==> config.mk <==
export PLATFORM = sky130hd
export DESIGN_NAME = credit_gated_present_queue
export DESIGN_NICKNAME = d
export VERILOG_FILES = /design/src/hw/rtl/cgpq_pkg.sv /design/src/hw/rtl/credit_gated_present_queue.sv /design/src/hw/rtl/cgpq_ram.sv
export SDC_FILE = /design/constraint.sdc
export NUM_CORES = 1
export LEC_CHECK = 0
export ABC_AREA = 1
export ABC_CLOCK_PERIOD_IN_PS = 3530
export BUFFER_PORTS_ARGS = -buffer_cell sky130_fd_sc_hd__buf_2
export CORE_MARGIN = 2
export CORE_UTILIZATION = 35
export DETAILED_ROUTE_END_ITERATION = 7
export GPL_TIMING_DRIVEN = 0
export HOLD_SLACK_MARGIN = 0.02
export SYNTH_ARGS = -nofsm -noshare
export SYNTH_HDL_FRONTEND = slang
export SYNTH_SLANG_ARGS = --single-unit
==> constraint.sdc <==
create_clock -name clk_i -period 3.53 [get_ports clk_i]
set_input_delay 0.353 -clock clk_i [delete_from_list [all_inputs] [get_ports clk_i]]
set_output_delay 0.353 -clock clk_i [all_outputs]
set_load 0.005 [all_outputs]
==> src/hw/rtl/cgpq_pkg.sv <==
// Shared types, widths and depths of the credit-gated present queue.
`default_nettype none

package cgpq_pkg;

  // Field widths
  localparam int unsigned ACT_W    = 2;
  localparam int unsigned KIND_W   = 2;
  localparam int unsigned TAG_W    = 8;
  localparam int unsigned AMT_W    = 8;
  localparam int unsigned TIME_W   = 63;
  localparam int unsigned CREDIT_W = 16;

  // Packed stream words, filled up to whole bytes
  localparam int unsigned IN_DATA_W  = 80;
  localparam int unsigned OUT_DATA_W = 72;
  localparam int unsigned OUT_PAD_W  = OUT_DATA_W - TAG_W - TIME_W;

  // Queue depths and derived pointer and fill widths
  localparam int unsigned PENDING_DEPTH  = 16;
  localparam int unsigned INFLIGHT_DEPTH = 16;
  localparam int unsigned PEND_PTR_W  = (PENDING_DEPTH > 1) ? $clog2(PENDING_DEPTH) : 1;
  localparam int unsigned PEND_FILL_W = $clog2(PENDING_DEPTH + 1);
  localparam int unsigned INFL_PTR_W  = (INFLIGHT_DEPTH > 1) ? $clog2(INFLIGHT_DEPTH) : 1;
  localparam int unsigned INFL_FILL_W = $clog2(INFLIGHT_DEPTH + 1);

  // Result limits per input word
  localparam int unsigned MAX_RESULTS = 16;
  localparam int unsigned RES_CNT_W   = $clog2(MAX_RESULTS + 1);
  // Width that holds both an amount and an in-flight fill
  localparam int unsigned CMP_W = (AMT_W + 1 > INFL_FILL_W) ? AMT_W + 1 : INFL_FILL_W;

  localparam logic [CREDIT_W-1:0] CREDIT_MAX = '1;

  typedef enum logic [ACT_W-1:0] {
    ACT_PRESENT = 2'd0,
    ACT_GRANT   = 2'd1,
    ACT_DONE    = 2'd2
  } action_e;

  typedef enum logic [KIND_W-1:0] {
    KIND_ISSUED    = 2'd0,
    KIND_COMPLETED = 2'd1,
    KIND_DROP      = 2'd2,
    KIND_UNDER     = 2'd3
  } kind_e;

endpackage

`default_nettype wire

==> src/hw/rtl/credit_gated_present_queue.sv <==
// Top level of the credit-gated present queue: sequencer, counters and output register.
//
// Input stream (s_axis_*): one word per event. tuser carries the action (present
// request, credit grant, frame presented); tdata carries request_tag, amount and
// present_time. Output stream (m_axis_*): one word per result; tuser carries the
// kind, tdata the tag and time_out, tlast marks the final result of an event.
// Events that cause no result (a queued request, a grant that drains nothing,
// a completion of zero, an unused action) produce no output word.
// Sequencing: a present request is handled in the idle state and its result, if any,
// is registered and visible the next cycle. A grant or completion runs a sequencer over
// the tag memories: each result takes a read state (S_DRAIN_CHK or S_POP_RD), then an
// emit state. A completion that ends in an underflow word goes through S_UNDER after
// its last read state; a grant or completion that causes no result passes through one
// read state and returns to idle.
// The registered read port of each tag memory is why each emit state follows a read state.
// A new input word is taken only while the sequencer is idle and the output
// register is free or being emptied. When the receiver stalls, the output
// register holds its word and the sequencer waits; nothing is lost.
// Reset clears credits, queue pointers and fill counts; tag memories are not cleared.
`default_nettype none

module credit_gated_present_queue (
  input  logic                               clk_i,
  input  logic                               rst_ni,
  input  logic                               s_axis_tvalid,
  output logic                               s_axis_tready,
  // request_tag [7:0], amount [15:8], present_time [78:16], zero pad [79]
  input  logic [cgpq_pkg::IN_DATA_W-1:0]     s_axis_tdata,
  // action [1:0]
  input  logic [cgpq_pkg::ACT_W-1:0]         s_axis_tuser,
  output logic                               m_axis_tvalid,
  input  logic                               m_axis_tready,
  // tag [7:0], time_out [70:8], zero pad [71]
  output logic [cgpq_pkg::OUT_DATA_W-1:0]    m_axis_tdata,
  // kind [1:0]
  output logic [cgpq_pkg::KIND_W-1:0]        m_axis_tuser,
  output logic                               m_axis_tlast
);

  import cgpq_pkg::*;

  typedef enum logic [2:0] {
    S_IDLE,
    S_DRAIN_CHK,
    S_DRAIN_EMIT,
    S_POP_RD,
    S_POP_EMIT,
    S_UNDER
  } state_e;

  state_e                 state_q;
  logic [CREDIT_W-1:0]    credit_q;
  logic [PEND_PTR_W-1:0]  pend_head_q, pend_tail_q;
  logic [PEND_FILL_W-1:0] pend_fill_q;
  logic [INFL_PTR_W-1:0]  infl_head_q, infl_tail_q;
  logic [INFL_FILL_W-1:0] infl_fill_q;
  logic [RES_CNT_W-1:0]   res_cnt_q;
  logic [RES_CNT_W-1:0]   pops_q;
  logic                   under_q;
  logic [TIME_W-1:0]      time_q;

  logic                   m_valid_q;
  kind_e                  m_kind_q;
  logic [TAG_W-1:0]       m_tag_q;
  logic [TIME_W-1:0]      m_time_q;
  logic                   m_last_q;

  logic                   in_fire, out_free, m_load;
  action_e                in_action;
  logic [TAG_W-1:0]       in_tag;
  logic [AMT_W-1:0]       in_amount;
  logic [TIME_W-1:0]      in_time;
  logic                   can_issue, direct_issue, pend_full;
  logic [CREDIT_W:0]      credit_sum;
  logic [CREDIT_W-1:0]    credit_sat;
  logic                   drain_go, drain_more;
  logic [CMP_W-1:0]       amt_x, fill_x, pop_min, pop_cap;
  logic                   pop_under;
  logic [RES_CNT_W-1:0]   pop_cnt;
  logic [PEND_PTR_W-1:0]  pend_head_inc, pend_tail_inc;
  logic [INFL_PTR_W-1:0]  infl_head_inc, infl_tail_inc;

  logic                   pend_we, infl_we;
  logic [TAG_W-1:0]       pend_rdata, infl_rdata, infl_wdata;

  // Unpack the input word
  assign in_action = action_e'(s_axis_tuser);
  assign in_tag    = s_axis_tdata[TAG_W-1:0];
  assign in_amount = s_axis_tdata[TAG_W +: AMT_W];
  assign in_time   = s_axis_tdata[TAG_W+AMT_W +: TIME_W];

  // Handshakes
  assign out_free      = !m_valid_q || m_axis_tready;
  assign s_axis_tready = (state_q == S_IDLE) && out_free;
  assign in_fire       = s_axis_tvalid && s_axis_tready;

  // Load a new output word this cycle
  assign m_load = (in_fire && (in_action == ACT_PRESENT) && (direct_issue || pend_full)) ||
                  (((state_q == S_DRAIN_EMIT) || (state_q == S_POP_EMIT) ||
                    (state_q == S_UNDER)) && out_free);

  // Issue conditions
  assign can_issue    = (credit_q != '0) &&
                        (infl_fill_q != INFL_FILL_W'(INFLIGHT_DEPTH));
  assign direct_issue = (pend_fill_q == '0) && can_issue;
  assign pend_full    = (pend_fill_q == PEND_FILL_W'(PENDING_DEPTH));

  // Saturating credit add
  assign credit_sum = {1'b0, credit_q} + (CREDIT_W + 1)'(in_amount);
  assign credit_sat = credit_sum[CREDIT_W] ? CREDIT_MAX : credit_sum[CREDIT_W-1:0];

  // Drain: go on now, and whether another issue follows this one
  assign drain_go   = (res_cnt_q < RES_CNT_W'(MAX_RESULTS)) && (pend_fill_q != '0) &&
                      can_issue;
  assign drain_more = ((res_cnt_q + RES_CNT_W'(1)) < RES_CNT_W'(MAX_RESULTS)) &&
                      (pend_fill_q > PEND_FILL_W'(1)) &&
                      (credit_q > CREDIT_W'(1)) &&
                      ((infl_fill_q + INFL_FILL_W'(1)) < INFL_FILL_W'(INFLIGHT_DEPTH));

  // Completion count: clip to the fill, then to the result limit
  assign amt_x     = CMP_W'(in_amount);
  assign fill_x    = CMP_W'(infl_fill_q);
  assign pop_under = amt_x > fill_x;
  assign pop_min   = pop_under ? fill_x : amt_x;
  assign pop_cap   = pop_under ? CMP_W'(MAX_RESULTS - 1) : CMP_W'(MAX_RESULTS);
  assign pop_cnt   = (pop_min > pop_cap) ? RES_CNT_W'(pop_cap) : RES_CNT_W'(pop_min);

  // Wrapping pointer increments
  assign pend_head_inc = (pend_head_q == PEND_PTR_W'(PENDING_DEPTH - 1)) ? '0 :
                         pend_head_q + PEND_PTR_W'(1);
  assign pend_tail_inc = (pend_tail_q == PEND_PTR_W'(PENDING_DEPTH - 1)) ? '0 :
                         pend_tail_q + PEND_PTR_W'(1);
  assign infl_head_inc = (infl_head_q == INFL_PTR_W'(INFLIGHT_DEPTH - 1)) ? '0 :
                         infl_head_q + INFL_PTR_W'(1);
  assign infl_tail_inc = (infl_tail_q == INFL_PTR_W'(INFLIGHT_DEPTH - 1)) ? '0 :
                         infl_tail_q + INFL_PTR_W'(1);

  // Memory write controls; reads always follow the head pointers
  always_comb begin
    pend_we    = in_fire && (in_action == ACT_PRESENT) && !direct_issue && !pend_full;
    infl_we    = (in_fire && (in_action == ACT_PRESENT) && direct_issue) ||
                 ((state_q == S_DRAIN_EMIT) && out_free);
    infl_wdata = (state_q == S_DRAIN_EMIT) ? pend_rdata : in_tag;
  end

  cgpq_ram #(
    .DEPTH (PENDING_DEPTH),
    .WIDTH (TAG_W)
  ) u_pend_ram (
    .clk_i   (clk_i),
    .we_i    (pend_we),
    .waddr_i (pend_tail_q),
    .wdata_i (in_tag),
    .raddr_i (pend_head_q),
    .rdata_o (pend_rdata)
  );

  cgpq_ram #(
    .DEPTH (INFLIGHT_DEPTH),
    .WIDTH (TAG_W)
  ) u_infl_ram (
    .clk_i   (clk_i),
    .we_i    (infl_we),
    .waddr_i (infl_tail_q),
    .wdata_i (infl_wdata),
    .raddr_i (infl_head_q),
    .rdata_o (infl_rdata)
  );

  // Sequencer, counters and output register
  always_ff @(posedge clk_i or negedge rst_ni) begin
    if (!rst_ni) begin
      state_q     <= S_IDLE;
      credit_q    <= '0;
      pend_head_q <= '0;
      pend_tail_q <= '0;
      pend_fill_q <= '0;
      infl_head_q <= '0;
      infl_tail_q <= '0;
      infl_fill_q <= '0;
      res_cnt_q   <= '0;
      pops_q      <= '0;
      under_q     <= 1'b0;
      time_q      <= '0;
      m_valid_q   <= 1'b0;
      m_kind_q    <= KIND_ISSUED;
      m_tag_q     <= '0;
      m_time_q    <= '0;
      m_last_q    <= 1'b0;
    end else begin
      // Drop the output word once taken, unless a new one replaces it
      if (m_valid_q && m_axis_tready && !m_load) begin
        m_valid_q <= 1'b0;
      end
      unique case (state_q)
        S_IDLE: begin
          if (in_fire) begin
            unique case (in_action)
              ACT_PRESENT: begin
                if (direct_issue) begin
                  credit_q    <= credit_q - CREDIT_W'(1);
                  infl_tail_q <= infl_tail_inc;
                  infl_fill_q <= infl_fill_q + INFL_FILL_W'(1);
                  m_valid_q   <= 1'b1;
                  m_kind_q    <= KIND_ISSUED;
                  m_tag_q     <= in_tag;
                  m_time_q    <= '0;
                  m_last_q    <= 1'b1;
                end else if (!pend_full) begin
                  pend_tail_q <= pend_tail_inc;
                  pend_fill_q <= pend_fill_q + PEND_FILL_W'(1);
                end else begin
                  m_valid_q <= 1'b1;
                  m_kind_q  <= KIND_DROP;
                  m_tag_q   <= in_tag;
                  m_time_q  <= '0;
                  m_last_q  <= 1'b1;
                end
              end
              ACT_GRANT: begin
                credit_q  <= credit_sat;
                res_cnt_q <= '0;
                state_q   <= S_DRAIN_CHK;
              end
              ACT_DONE: begin
                pops_q  <= pop_cnt;
                under_q <= pop_under;
                time_q  <= in_time;
                state_q <= S_POP_RD;
              end
              default: begin
              end
            endcase
          end
        end
        S_DRAIN_CHK: begin
          state_q <= drain_go ? S_DRAIN_EMIT : S_IDLE;
        end
        S_DRAIN_EMIT: begin
          // Move the pending head into flight
          if (out_free) begin
            pend_head_q <= pend_head_inc;
            pend_fill_q <= pend_fill_q - PEND_FILL_W'(1);
            credit_q    <= credit_q - CREDIT_W'(1);
            infl_tail_q <= infl_tail_inc;
            infl_fill_q <= infl_fill_q + INFL_FILL_W'(1);
            res_cnt_q   <= res_cnt_q + RES_CNT_W'(1);
            m_valid_q   <= 1'b1;
            m_kind_q    <= KIND_ISSUED;
            m_tag_q     <= pend_rdata;
            m_time_q    <= '0;
            m_last_q    <= !drain_more;
            state_q     <= drain_more ? S_DRAIN_CHK : S_IDLE;
          end
        end
        S_POP_RD: begin
          if (pops_q != '0) begin
            state_q <= S_POP_EMIT;
          end else if (under_q) begin
            state_q <= S_UNDER;
          end else begin
            state_q <= S_IDLE;
          end
        end
        S_POP_EMIT: begin
          // Report the in-flight head as completed
          if (out_free) begin
            infl_head_q <= infl_head_inc;
            infl_fill_q <= infl_fill_q - INFL_FILL_W'(1);
            pops_q      <= pops_q - RES_CNT_W'(1);
            m_valid_q   <= 1'b1;
            m_kind_q    <= KIND_COMPLETED;
            m_tag_q     <= infl_rdata;
            m_time_q    <= time_q;
            m_last_q    <= (pops_q == RES_CNT_W'(1)) && !under_q;
            state_q     <= S_POP_RD;
          end
        end
        S_UNDER: begin
          if (out_free) begin
            under_q   <= 1'b0;
            m_valid_q <= 1'b1;
            m_kind_q  <= KIND_UNDER;
            m_tag_q   <= '0;
            m_time_q  <= '0;
            m_last_q  <= 1'b1;
            state_q   <= S_IDLE;
          end
        end
        default: begin
          state_q <= S_IDLE;
        end
      endcase
    end
  end

  // Pack the output word
  assign m_axis_tvalid = m_valid_q;
  assign m_axis_tdata  = {{OUT_PAD_W{1'b0}}, m_time_q, m_tag_q};
  assign m_axis_tuser  = m_kind_q;
  assign m_axis_tlast  = m_last_q;

  // Fill counts never pass their depths
  a_fill_bound : assert property (@(posedge clk_i) disable iff (!rst_ni)
    (pend_fill_q <= PEND_FILL_W'(PENDING_DEPTH)) &&
    (infl_fill_q <= INFL_FILL_W'(INFLIGHT_DEPTH)))
    else $error("queue fill count exceeds depth");

  // Each drained issue spends exactly one credit
  a_drain_spend : assert property (@(posedge clk_i) disable iff (!rst_ni)
    (state_q == S_DRAIN_EMIT) && out_free |=> credit_q == $past(credit_q) - CREDIT_W'(1))
    else $error("drain issue did not spend one credit");

  // A completion is only reported from a non-empty in-flight queue
  a_pop_nonempty : assert property (@(posedge clk_i) disable iff (!rst_ni)
    (state_q == S_POP_EMIT) |-> (infl_fill_q != '0))
    else $error("completion popped from empty in-flight queue");

  // A drained issue never overfills the in-flight queue
  a_drain_room : assert property (@(posedge clk_i) disable iff (!rst_ni)
    (state_q == S_DRAIN_EMIT) |-> can_issue && (pend_fill_q != '0))
    else $error("drain issued without credit, room or pending entry");

endmodule

`default_nettype wire

==> src/hw/rtl/cgpq_ram.sv <==
// Single-port-write, registered-read memory used for both tag queues.
`default_nettype none

module cgpq_ram #(
  parameter int unsigned DEPTH = 16,
  parameter int unsigned WIDTH = 8,
  localparam int unsigned ADDR_W = (DEPTH > 1) ? $clog2(DEPTH) : 1
) (
  input  logic              clk_i,
  input  logic              we_i,
  input  logic [ADDR_W-1:0] waddr_i,
  input  logic [WIDTH-1:0]  wdata_i,
  input  logic [ADDR_W-1:0] raddr_i,
  output logic [WIDTH-1:0]  rdata_o
);

  logic [WIDTH-1:0] mem [DEPTH];
  logic [WIDTH-1:0] rdata_q;

  // Write one entry
  always_ff @(posedge clk_i) begin
    if (we_i) begin
      mem[waddr_i] <= wdata_i;
    end
  end

  // Registered read of the addressed entry
  always_ff @(posedge clk_i) begin
    rdata_q <= mem[raddr_i];
  end

  assign rdata_o = rdata_q;

endmodule

`default_nettype wire
---- Yosys cells after proc, flatten, opt, wreduce, memory -nomap -nowiden ----
Memory sizes are Yosys's and may differ from the RTL's. A register that Yosys moved wholly into a read port is not among the register bits.
Cells that the tools add are included.
word-level totals
  bits in registers ....................... 194
  RAM bits ................................ 256
  bits of input ports ..................... 86
  output and inout port bits .............. 77
  memories ................................ 2
memories
  name            words  bits a word  rd ports  clocked after memory_dff  write ports  line            source
  u_infl_ram.mem  16     8            1         1                         1            cgpq_ram.sv:17  logic [WIDTH-1:0] mem [DEPTH];
  u_pend_ram.mem  16     8            1         1                         1            cgpq_ram.sv:17
cells by class
  add/subtract/negate cells ............... 12
  magnitude comparators ................... 7
  equality and inequality tests ........... 29
  multiplexer cells ....................... 95
  bitwise operators ....................... 2
  reductions and logical operators ........ 59
operators with widths
  cell                                                                   number
  63-bit 2-to-1 mux                                                      6
  63-bit one-hot mux with 3 select lines                                 1
  5-bit 2-to-1 mux                                                       18
  8-bit 2-to-1 mux                                                       9
  16-bit 2-to-1 mux                                                      4
  16-bit one-hot mux with 2 select lines                                 2
  4-bit 2-to-1 mux                                                       8
  8-bit one-hot mux with 4 select lines                                  1
  5-bit one-hot mux with 2 select lines                                  3
  1-bit 2-to-1 mux                                                       21
  5-bit AND reduction                                                    4
  1-bit logical AND                                                      19
  3-bit 2-to-1 mux                                                       6
  3-bit one-hot mux with 6 select lines                                  1
  6-bit AND reduction                                                    3
  16-bit by 8-bit adder with 17-bit output                               1
  4-bit by 1-bit adder with 4-bit output, second input constant          4
  4-bit equality test, second input constant                             4
  16-bit by 1-bit > comparator with 1-bit output, second input constant  1
  8-bit by 5-bit > comparator with 1-bit output                          2
  2-bit 2-to-1 mux                                                       8
  16-bit nonzero test                                                    1
  16-bit by 1-bit subtractor with 16-bit output, second input constant   1
  5-bit by 1-bit adder with 5-bit output, second input constant          3
  other kinds (37)                                                       73

---- Depth between registers and ports, before layout ----
Gate-level depths: netlist of run 1.
  depth after elaboration ................. 15
  gate-level depth with buffers ........... 18
  gate-level depth less buffers ........... 18

---- By module ----
Synthesis of run 1 repeated with hierarchy kept, for this count alone.
second synthesis, totals
  cell total of the unflattened synthesis .. 2,183
  area total of the unflattened synthesis .. 21,255.4 um^2
by module, submodules not included
  module                      instances  cells each  area an instance (um^2)  seq. area each (um^2)
  credit_gated_present_queue  1          1,081       9,718.1                  4,854.7
  cgpq_ram at u_infl_ram      1          551         5,770.5                  4,003.8
  cgpq_ram at u_pend_ram      1          551         5,766.8                  4,003.8

---- Least setup slack after synthesis of run 1 ----
Ideal clock, no wire load.
  path type ............................... register to register
  start ................................... reg credit_q[12]
  end ..................................... mem u_pend_ram.mem[0][0], enable pin
  arrival time ............................ 1.922 ns
  required time ........................... 3.160 ns
  slack ................................... 1.238 ns
  cell stages (with the launch flop) ...... 11
  clock period less this slack ............ 2.292 ns
  cells stage by stage .................... dfrtp_1 buf_2 nor2_1 nand2_1 nor2_2 a31oi_2 nand2_2 nand2_2 nor3_4 nand2_1 nor2_1
between the ends
  cells in the longest elaborated chain, start to end .. 8
RTL lines
  element                                 line                               source
  start, declared                         credit_gated_present_queue.sv:52   logic [CREDIT_W-1:0] credit_q;
  start signal, assigned                  credit_gated_present_queue.sv:201  credit_q <= credit_q - CREDIT_W'(1);
  start signal, assigned                  credit_gated_present_queue.sv:221  credit_q <= credit_sat;
  start signal, assigned                  credit_gated_present_queue.sv:244  credit_q <= credit_q - CREDIT_W'(1);
  16-bit nonzero test                     credit_gated_present_queue.sv:103  assign can_issue = (credit_q != '0) &&
  1-bit logical AND                       credit_gated_present_queue.sv:103
  1-bit logical AND                       credit_gated_present_queue.sv:105  assign direct_issue = (pend_fill_q == '0) && can_issue;
  1-bit zero test                         credit_gated_present_queue.sv:140  pend_we = in_fire && (in_action == ACT_PRESENT) && !direct_issue && !pend_full;
  1-bit logical AND (2 in a row)          credit_gated_present_queue.sv:140
  1-bit 2-to-1 mux                        cgpq_ram.sv:22                     if (we_i) begin
  1-bit 2-to-1 mux (implied by the code)  cgpq_ram.sv:23                     mem[waddr_i] <= wdata_i;
  end, declared                           cgpq_ram.sv:17
No other way between the ends.

---- Final worst setup path of run 1 ----
  start ................................... reg state_q[2]
  end ..................................... mem u_infl_ram.mem[1][6], enable pin
between the ends
  cells in the longest elaborated chain, start to end .. 8
  elaborated cells between the ends (all ways) .. 10
  those cells by class .................... eq/ne (1); mux (2); reduce/logical (7)
RTL lines
  element                                   line                               source
  start, declared                           credit_gated_present_queue.sv:51   state_e state_q;
  start signal, assigned                    credit_gated_present_queue.sv:237  state_q <= drain_go ? S_DRAIN_EMIT : S_IDLE;
  start signal, assigned                    credit_gated_present_queue.sv:253  state_q <= drain_more ? S_DRAIN_CHK : S_IDLE;
  3-bit zero test                           credit_gated_present_queue.sv:94   assign s_axis_tready = (state_q == S_IDLE) && out_free;
  1-bit logical AND                         credit_gated_present_queue.sv:94
  1-bit logical AND                         credit_gated_present_queue.sv:95   assign in_fire = s_axis_tvalid && s_axis_tready;
  1-bit logical AND (2 in a row)            credit_gated_present_queue.sv:141  infl_we = (in_fire && (in_action == ACT_PRESENT) && direct_issue) ||
  1-bit logical OR *                        credit_gated_present_queue.sv:141
  1-bit 2-to-1 mux *                        cgpq_ram.sv:22
  1-bit 2-to-1 mux (implied by the code) *  cgpq_ram.sv:23
  end, declared                             cgpq_ram.sv:17
Mark *: on every way between the ends. The rest lies on a longest branch, timed or not.

==> metrics.txt, run 1 <==
status completed; reg2reg path depth 8; syn avg cell area 11.0 sq um; worst path arrival time 3.40 ns; GRT Overall Usage 17.3%; crit-path cells nor2_2, nand2_1, buf_2, nor2_1, inv_1, nand2_2, nand2_1, nor2_1; clock skew 0.0362 ns; FMAX 314 MHz; core box area 57500 sq um; setup repair bufs after CTS 0; Worst setup SP type flip-flop; Seq cells post-synth 466; initial antenna violation count 3; clock latency on the worst-skew pair 0.61 ns; Vias 14700; Die W 245 microns; max-slew violations 0; crit path time final 3.19 ns; drt via density 4.99; Rel. slew slack 33.1%; largest net degree at the start of global routing 108; post-synth top area share 37.9%; Pwr Density 848 nW/um^2; Max Cap Viol 0; worst hold-check path type in2reg; DP Cell Count 2783; vias in the first global route 14400; grt ovf 0; Num CTS Buffers 49; placed cell area 22200 sq um; Die Y 245 microns; mapped cell area 20300 sq um; share of post-route cells with drive strength above 1 16.8%; clock root cell clkbuf_16; Avg WL per Cell 17.8 microns; Worst IR Drop VDD 454 uV; Clock Pin Slew Worst Setup and Hold Paths 0.06 ns; Synth area leader edfxtp_1; synthesized instance count 1849; nets 2256; GPL Wtd Cong 0.883; synth warn 0; leakage 10.2 nW; Tot Pwr 20.7 mW; CP max FO 10; starting DRC count in detailed routing 1183; Setup TNS 0 ns; final setup fails 0; TritonCTS clock tree built; # fillers 5419; Site Rows 88; area of the multi-input gates 6570 sq um; largest delay contributor family on the critical path simple AND/OR/NAND/NOR gates; Initial Util 35.3%; Final Hold Viols 0; required time worst endpoint 3.74 ns; area grow syn2layout 20.4%; setup slack after layout 0.342 ns; first-pass GRT wire length 81.2 mm; Ports 163; unrepaired setup endpoints after global routing no; CP Buf/Inv Count 2; CP Depth 8; CP Capture Type flip-flop; Final Non-Filler Cells 2935; Final ANT Viol Nets 0; fin crit share 90.3%; fraction of registers with async set/reset 41.6%; post_cts resized 0; register area share after synthesis 63.4%; IO Port Bufs 160; Reg area 12900 sq um; Worst Hold Path Cells 3; critical path class reg2reg; CTS Sinks 466; Most used DFF post-synth edfxtp_1; Synth area leaders edfxtp_1 (38%), dfrtp_1 (24%), nand2_1 (6.2%); Slowest cell on crit path nor2_1; Post-Syn Nets 1972; number of synthesized flops with an enable pin 256; actual slew at the worst max-slew pin 1.00 ns; H-tree levels 2; dpl hpwl 36.5 mm; Detailed Route WL 52.3 mm; post-route cell area 24400 sq um; Crit path largest cell delay 0.80 ns; DR pass1 iterations 5; worst slack, placed 0.383 ns; DR DRC count 0; flop2flop setup slack 0.34 ns; Max Buffers Root-to-Sink 3; count of unique library cells instantiated by Yosys 50; Die Area 59900 sq um
-- power breakdown --
group          switching [mW]  total (mW)  internal (mW)
combinational            4.89        7.55           2.66
clock                    2.15        5.28           3.14
sequential              0.723        7.88           7.15
total                    7.76        20.7           13.0
-- metrics by stage --
step	hold WS, ns	utilization [%]
final	0.139	42.5
after global routing	0.127	42.5
after CTS	0.109	42.5
after detailed placement	0.409	38.5
after global placement	0.457	38.4
after floorplan	0.0574	-
-- worst reg2reg max path, cell delays in order (launching register included) --
cell and delay (ns):
dfrtp_1 0.43, nor2_2 0.19, nand2_1 0.09, buf_2 0.20, nor2_1 0.45, inv_1 0.26
nand2_2 0.22, nand2_1 0.18, nor2_1 0.80
-- registers in the layout, summed over array words and instances, names as in the netlist --
signal / count
m_axis_tvalid: 1
infl_head_q: 4
pend_head_q: 4
u_infl_ram.rdata_o: 8
time_q: 63
infl_tail_q: 4
m_axis_tlast: 1
pops_q: 5
pend_tail_q: 4
credit_q: 16
u_pend_ram.mem: 128
m_axis_tuser: 2
state_q: 3
u_pend_ram.rdata_o: 8
under_q: 1
pend_fill_q: 5
res_cnt_q: 5
infl_fill_q: 5
u_infl_ram.mem: 128
m_time_q: 63
m_tag_q: 8
-- layout make-up --
cell class | instances | share of cell area [%]
timing repair buffer | 233 | 6.33
tap | 765 | 3.92
multi-input combinational | 1193 | 26.9
clock buffer | 60 | 5.35
sequential | 466 | 52.6
clock inverter | 26 | 1.34
antenna | 2 | 0.0205
inverter | 105 | 1.62
buffer | 85 | 1.89
-- synth_stat cells, drive strengths merged, types with 4 or more instances --
| master | n |
|---|---|
| dfrtp | 194 |
| o22ai | 5 |
| o21ai | 138 |
| nand4 | 7 |
| ha | 36 |
| dfxtp | 16 |
| clkbuf | 39 |
| a31oi | 4 |
| mux2i | 25 |
| nor3 | 13 |
| nand2 | 345 |
| xor2 | 29 |
| o211ai | 12 |
| nand3 | 143 |
| inv | 102 |
| o221ai | 25 |
| nor2 | 245 |
| a21oi | 43 |
| mux2 | 64 |
| o32ai | 39 |
| buf | 46 |
| edfxtp | 256 |
-- logic make-up (layout without fill, tap and decap cells) --
| logic type | count (synthesis) | count (layout) | synth area share, % |
|---|---|---|---|
| buffers and inverters | 190 | 509 | 4.23 |
| other | 1 | 3 | 0.0185 |
| muxes | 89 | 89 | 4.78 |
| DFF | 466 | 466 | 63.4 |
| xor gates and xnor gates | 32 | 32 | 1.38 |
| adders and majority gates | 37 | 37 | 2.32 |
| AOI/OAI and AO/OA | 274 | 274 | 8.38 |
| and+or+nand+nor | 760 | 760 | 15.5 |
-- layout by cell type (no fill, tap or decap), types with 49 or more instances in the layout --
cell and count:
edfxtp_1 256, nand2_1 335, mux2_2 64, clkbuf_16 49, nand3_1 143, dfrtp_1 194, buf_2 171, inv_1 98
dlygate4sd3_1 64, nor2_1 242, o21ai_0 123
-- routing by layer --
| layer | up-vias | wire [microns] | part of all wire, % | track usage, % |
|---|---|---|---|---|
| li1 | 7006 | - | - | - |
| met1 | 7106 | 23800 | 46 | 24.5 |
| met2 | 462 | 23700 | 45 | 27.4 |
| met3 | 76 | 3580 | 6.9 | 2.57 |
| met4 | 0 | 1140 | 2.2 | 5.27 |
| met5 | - | 0 | 0 | 0 |
-- path summary, 6_finish.rpt --
kind,start,endpoint
worst min register to register,time_q[27],m_time_q[27]
worst max register to register,state_q[2],u_infl_ram.mem[1][6]
worst min-delay path,s_axis_tdata[12],pops_q[4]
min in group asynchronous,rst_ni,time_q[36]
worst max-delay path,state_q[2],u_infl_ram.mem[1][6]
max in group asynchronous,rst_ni,credit_q[10]
-- what timing repair did --
action,4_1_cts,5_1_grt
hold endpoints to repair,150,0
hold buffers,64,0
setup endpoints to repair,0,0
Power figures use the tool's default switching activity.
==> run 2: changes to the inputs <==
- CORE_ASPECT_RATIO: default -> 0.6
==> run 2 against run 1 <==
Effect of this change: die area is 0.10% higher; clock skew is 0.0049 ns lower; sequential share of layout area is 1.0 points higher; core utilization is 0.78 points lower.
==> metrics.txt, run 2 (synthesis results as in run 1) <==
unrepaired setup endpoints after global routing no (unchanged); area of the multi-input gates 6580 sq um (was 6570 sq um); Final ANT Viol Nets 0 (unchanged); CP max FO 10 (unchanged); Setup TNS 0 ns (unchanged); CP Launch Point state_q[2] (unchanged); Ports 163 (unchanged); Top Registers u_infl_ram.mem (128), u_pend_ram.mem (128) (unchanged); grt ovf 0 (unchanged); Site Rows 68 (was 88); FMAX 315 MHz (was 314 MHz); Avg WL per Cell 18.7 microns (was 17.8 microns); Crit path largest cell delay 0.74 ns (was 0.80 ns); Pwr Density 850 nW/um^2 (was 848 nW/um^2); crit-path cells nor2_2, nand2_1, buf_2, nor2_1, inv_1, nand2_2, nand2_1, nor2_1 (unchanged); Slowest cell on crit path nor2_1 (unchanged); actual slew at the worst max-slew pin 1.01 ns (was 1.00 ns); Hold WS 0.0372 ns (was 0.139 ns); Worst setup SP type flip-flop (unchanged); worst hold-check path type in2reg (unchanged); Initial Util 35.3% (about the same); CP Capture Type flip-flop (unchanged); Max Buffers Root-to-Sink 3 (unchanged); CTS Sinks 466 (unchanged); final setup fails 0 (unchanged); status completed (unchanged); nets 2224 (was 2256); H-tree levels 2 (unchanged); TritonCTS clock tree built (unchanged); # fillers 5420 (was 5419); crit path time final 3.18 ns (was 3.19 ns); Vias 14800 (was 14700); critical path class reg2reg (unchanged); post_cts resized 0 (unchanged); largest net degree at the start of global routing 115 (was 108); Max Cap Viol 0 (unchanged); clock skew 0.0313 ns (was 0.0362 ns); GPL Wtd Cong 0.873 (was 0.883); dpl hpwl 38.0 mm (was 36.5 mm); drt via density 5.09 (was 4.99); Detailed Route WL 54.3 mm (was 52.3 mm); Die W 315 microns (was 245 microns); Worst Hold Launch s_axis_tdata[72] (was s_axis_tdata[12]); Die Area 60000 sq um (was 59900 sq um); commonest non-fill, non-tap cell in the layout nand2_1 (unchanged); clock root cell clkbuf_16 (unchanged); area grow syn2layout 18.1% (was 20.4%); Final Hold Viols 0 (unchanged); vias in the first global route 14200 (was 14400); Die Y 191 microns (was 245 microns); IO Port Bufs 160 (unchanged); Num CTS Buffers 42 (was 49); fin crit share 90.0% (was 90.3%); max-slew violations 0 (unchanged); required time worst endpoint 3.70 ns (was 3.74 ns); worst path arrival time 3.35 ns (was 3.40 ns); first-pass GRT wire length 83.5 mm (was 81.2 mm); Clock Pin Slew Worst Setup and Hold Paths 0.07 ns (was 0.06 ns); DR DRC count 0 (unchanged); leakage 10.0 nW (was 10.2 nW); GRT Overall Usage 17.8% (was 17.3%); commonest cells after routing, fill and taps aside nand2_1 (335), edfxtp_1 (256), nor2_1 (242), dfrtp_1 (194), buf_2 (171) (unchanged); initial antenna violation count 2 (was 3); R2R Path Start state_q[2] (unchanged); setup repair bufs after CTS 0 (unchanged); share of post-route cells with drive strength above 1 16.5% (was 16.8%); core box area 57400 sq um (was 57500 sq um); CTS Hold Bufs 40 (was 64); starting DRC count in detailed routing 1529 (was 1183); DR pass1 iterations 6 (was 5); clock latency on the worst-skew pair 0.57 ns (was 0.61 ns); Rel. slew slack 33.0% (was 33.1%); Worst IR Drop VDD 407 uV (was 454 uV); Reg area 12900 sq um (unchanged)
run 2: worst max-delay path, delay by kind of cell (launching register included):
kind / cells / cell delay (ns)
buffers and inverters: 2 / 0.46
and+or+nand+nor: 6 / 1.92
DFF: 1 / 0.42
run 2: worst paths after layout:
path | end | depth (start not counted) | slack, ns
min in group asynchronous | m_time_q[15] | 2 | 0.41
worst min register to register | m_time_q[53] | 2 | 0.47
worst max register to register | u_infl_ram.mem[9][6] | 8 | 0.35
max in group asynchronous | credit_q[9] | 3 | 2.05
worst max-delay path | u_infl_ram.mem[9][6] | 8 | 0.35
worst min-delay path | time_q[56] | 2 | 0.04
run 2: cell type report:
type	instances	share of cell area [%]
Antenna cell	1	0.0104
Buffer	85	1.93
Clock buffer	65	5.17
Clock inverter	12	0.684
Inverter	105	1.65
Multi-Input combinational cell	1193	27.4
Sequential cell	466	53.7
Tap cell	770	4.02
Timing Repair Buffer	208	5.45
run 2: per-stage QoR:
stage | cell area [sq um] | utilization (%) | total power, mW | instances | setup slack (ns)
global route | 24000 | 41.7 | 21.7 | 2905 | 0.148
CTS | 24000 | 41.7 | 20.4 | 2904 | 0.379
floorplan | 20300 | - | 12.8 | 1849 | 1.24
finish | 24000 | 41.7 | 20.4 | 2905 | 0.351
detailed placement | 22200 | 38.6 | 15.6 | 2787 | 0.397
global placement | 22100 | 38.4 | 15.3 | 2779 | -1.26
run 2: report_power, final:
part,internal [mW],switching [mW]
clock,2.72,2.04
combinational,2.65,5.12
sequential,7.15,0.702
run 2: layer usage:
layer	global-route usage [%]	wire length (microns)
met4	3.35	849
met1	28.1	26600
met3	3.91	4270
met2	24.9	22600
met5	0	0
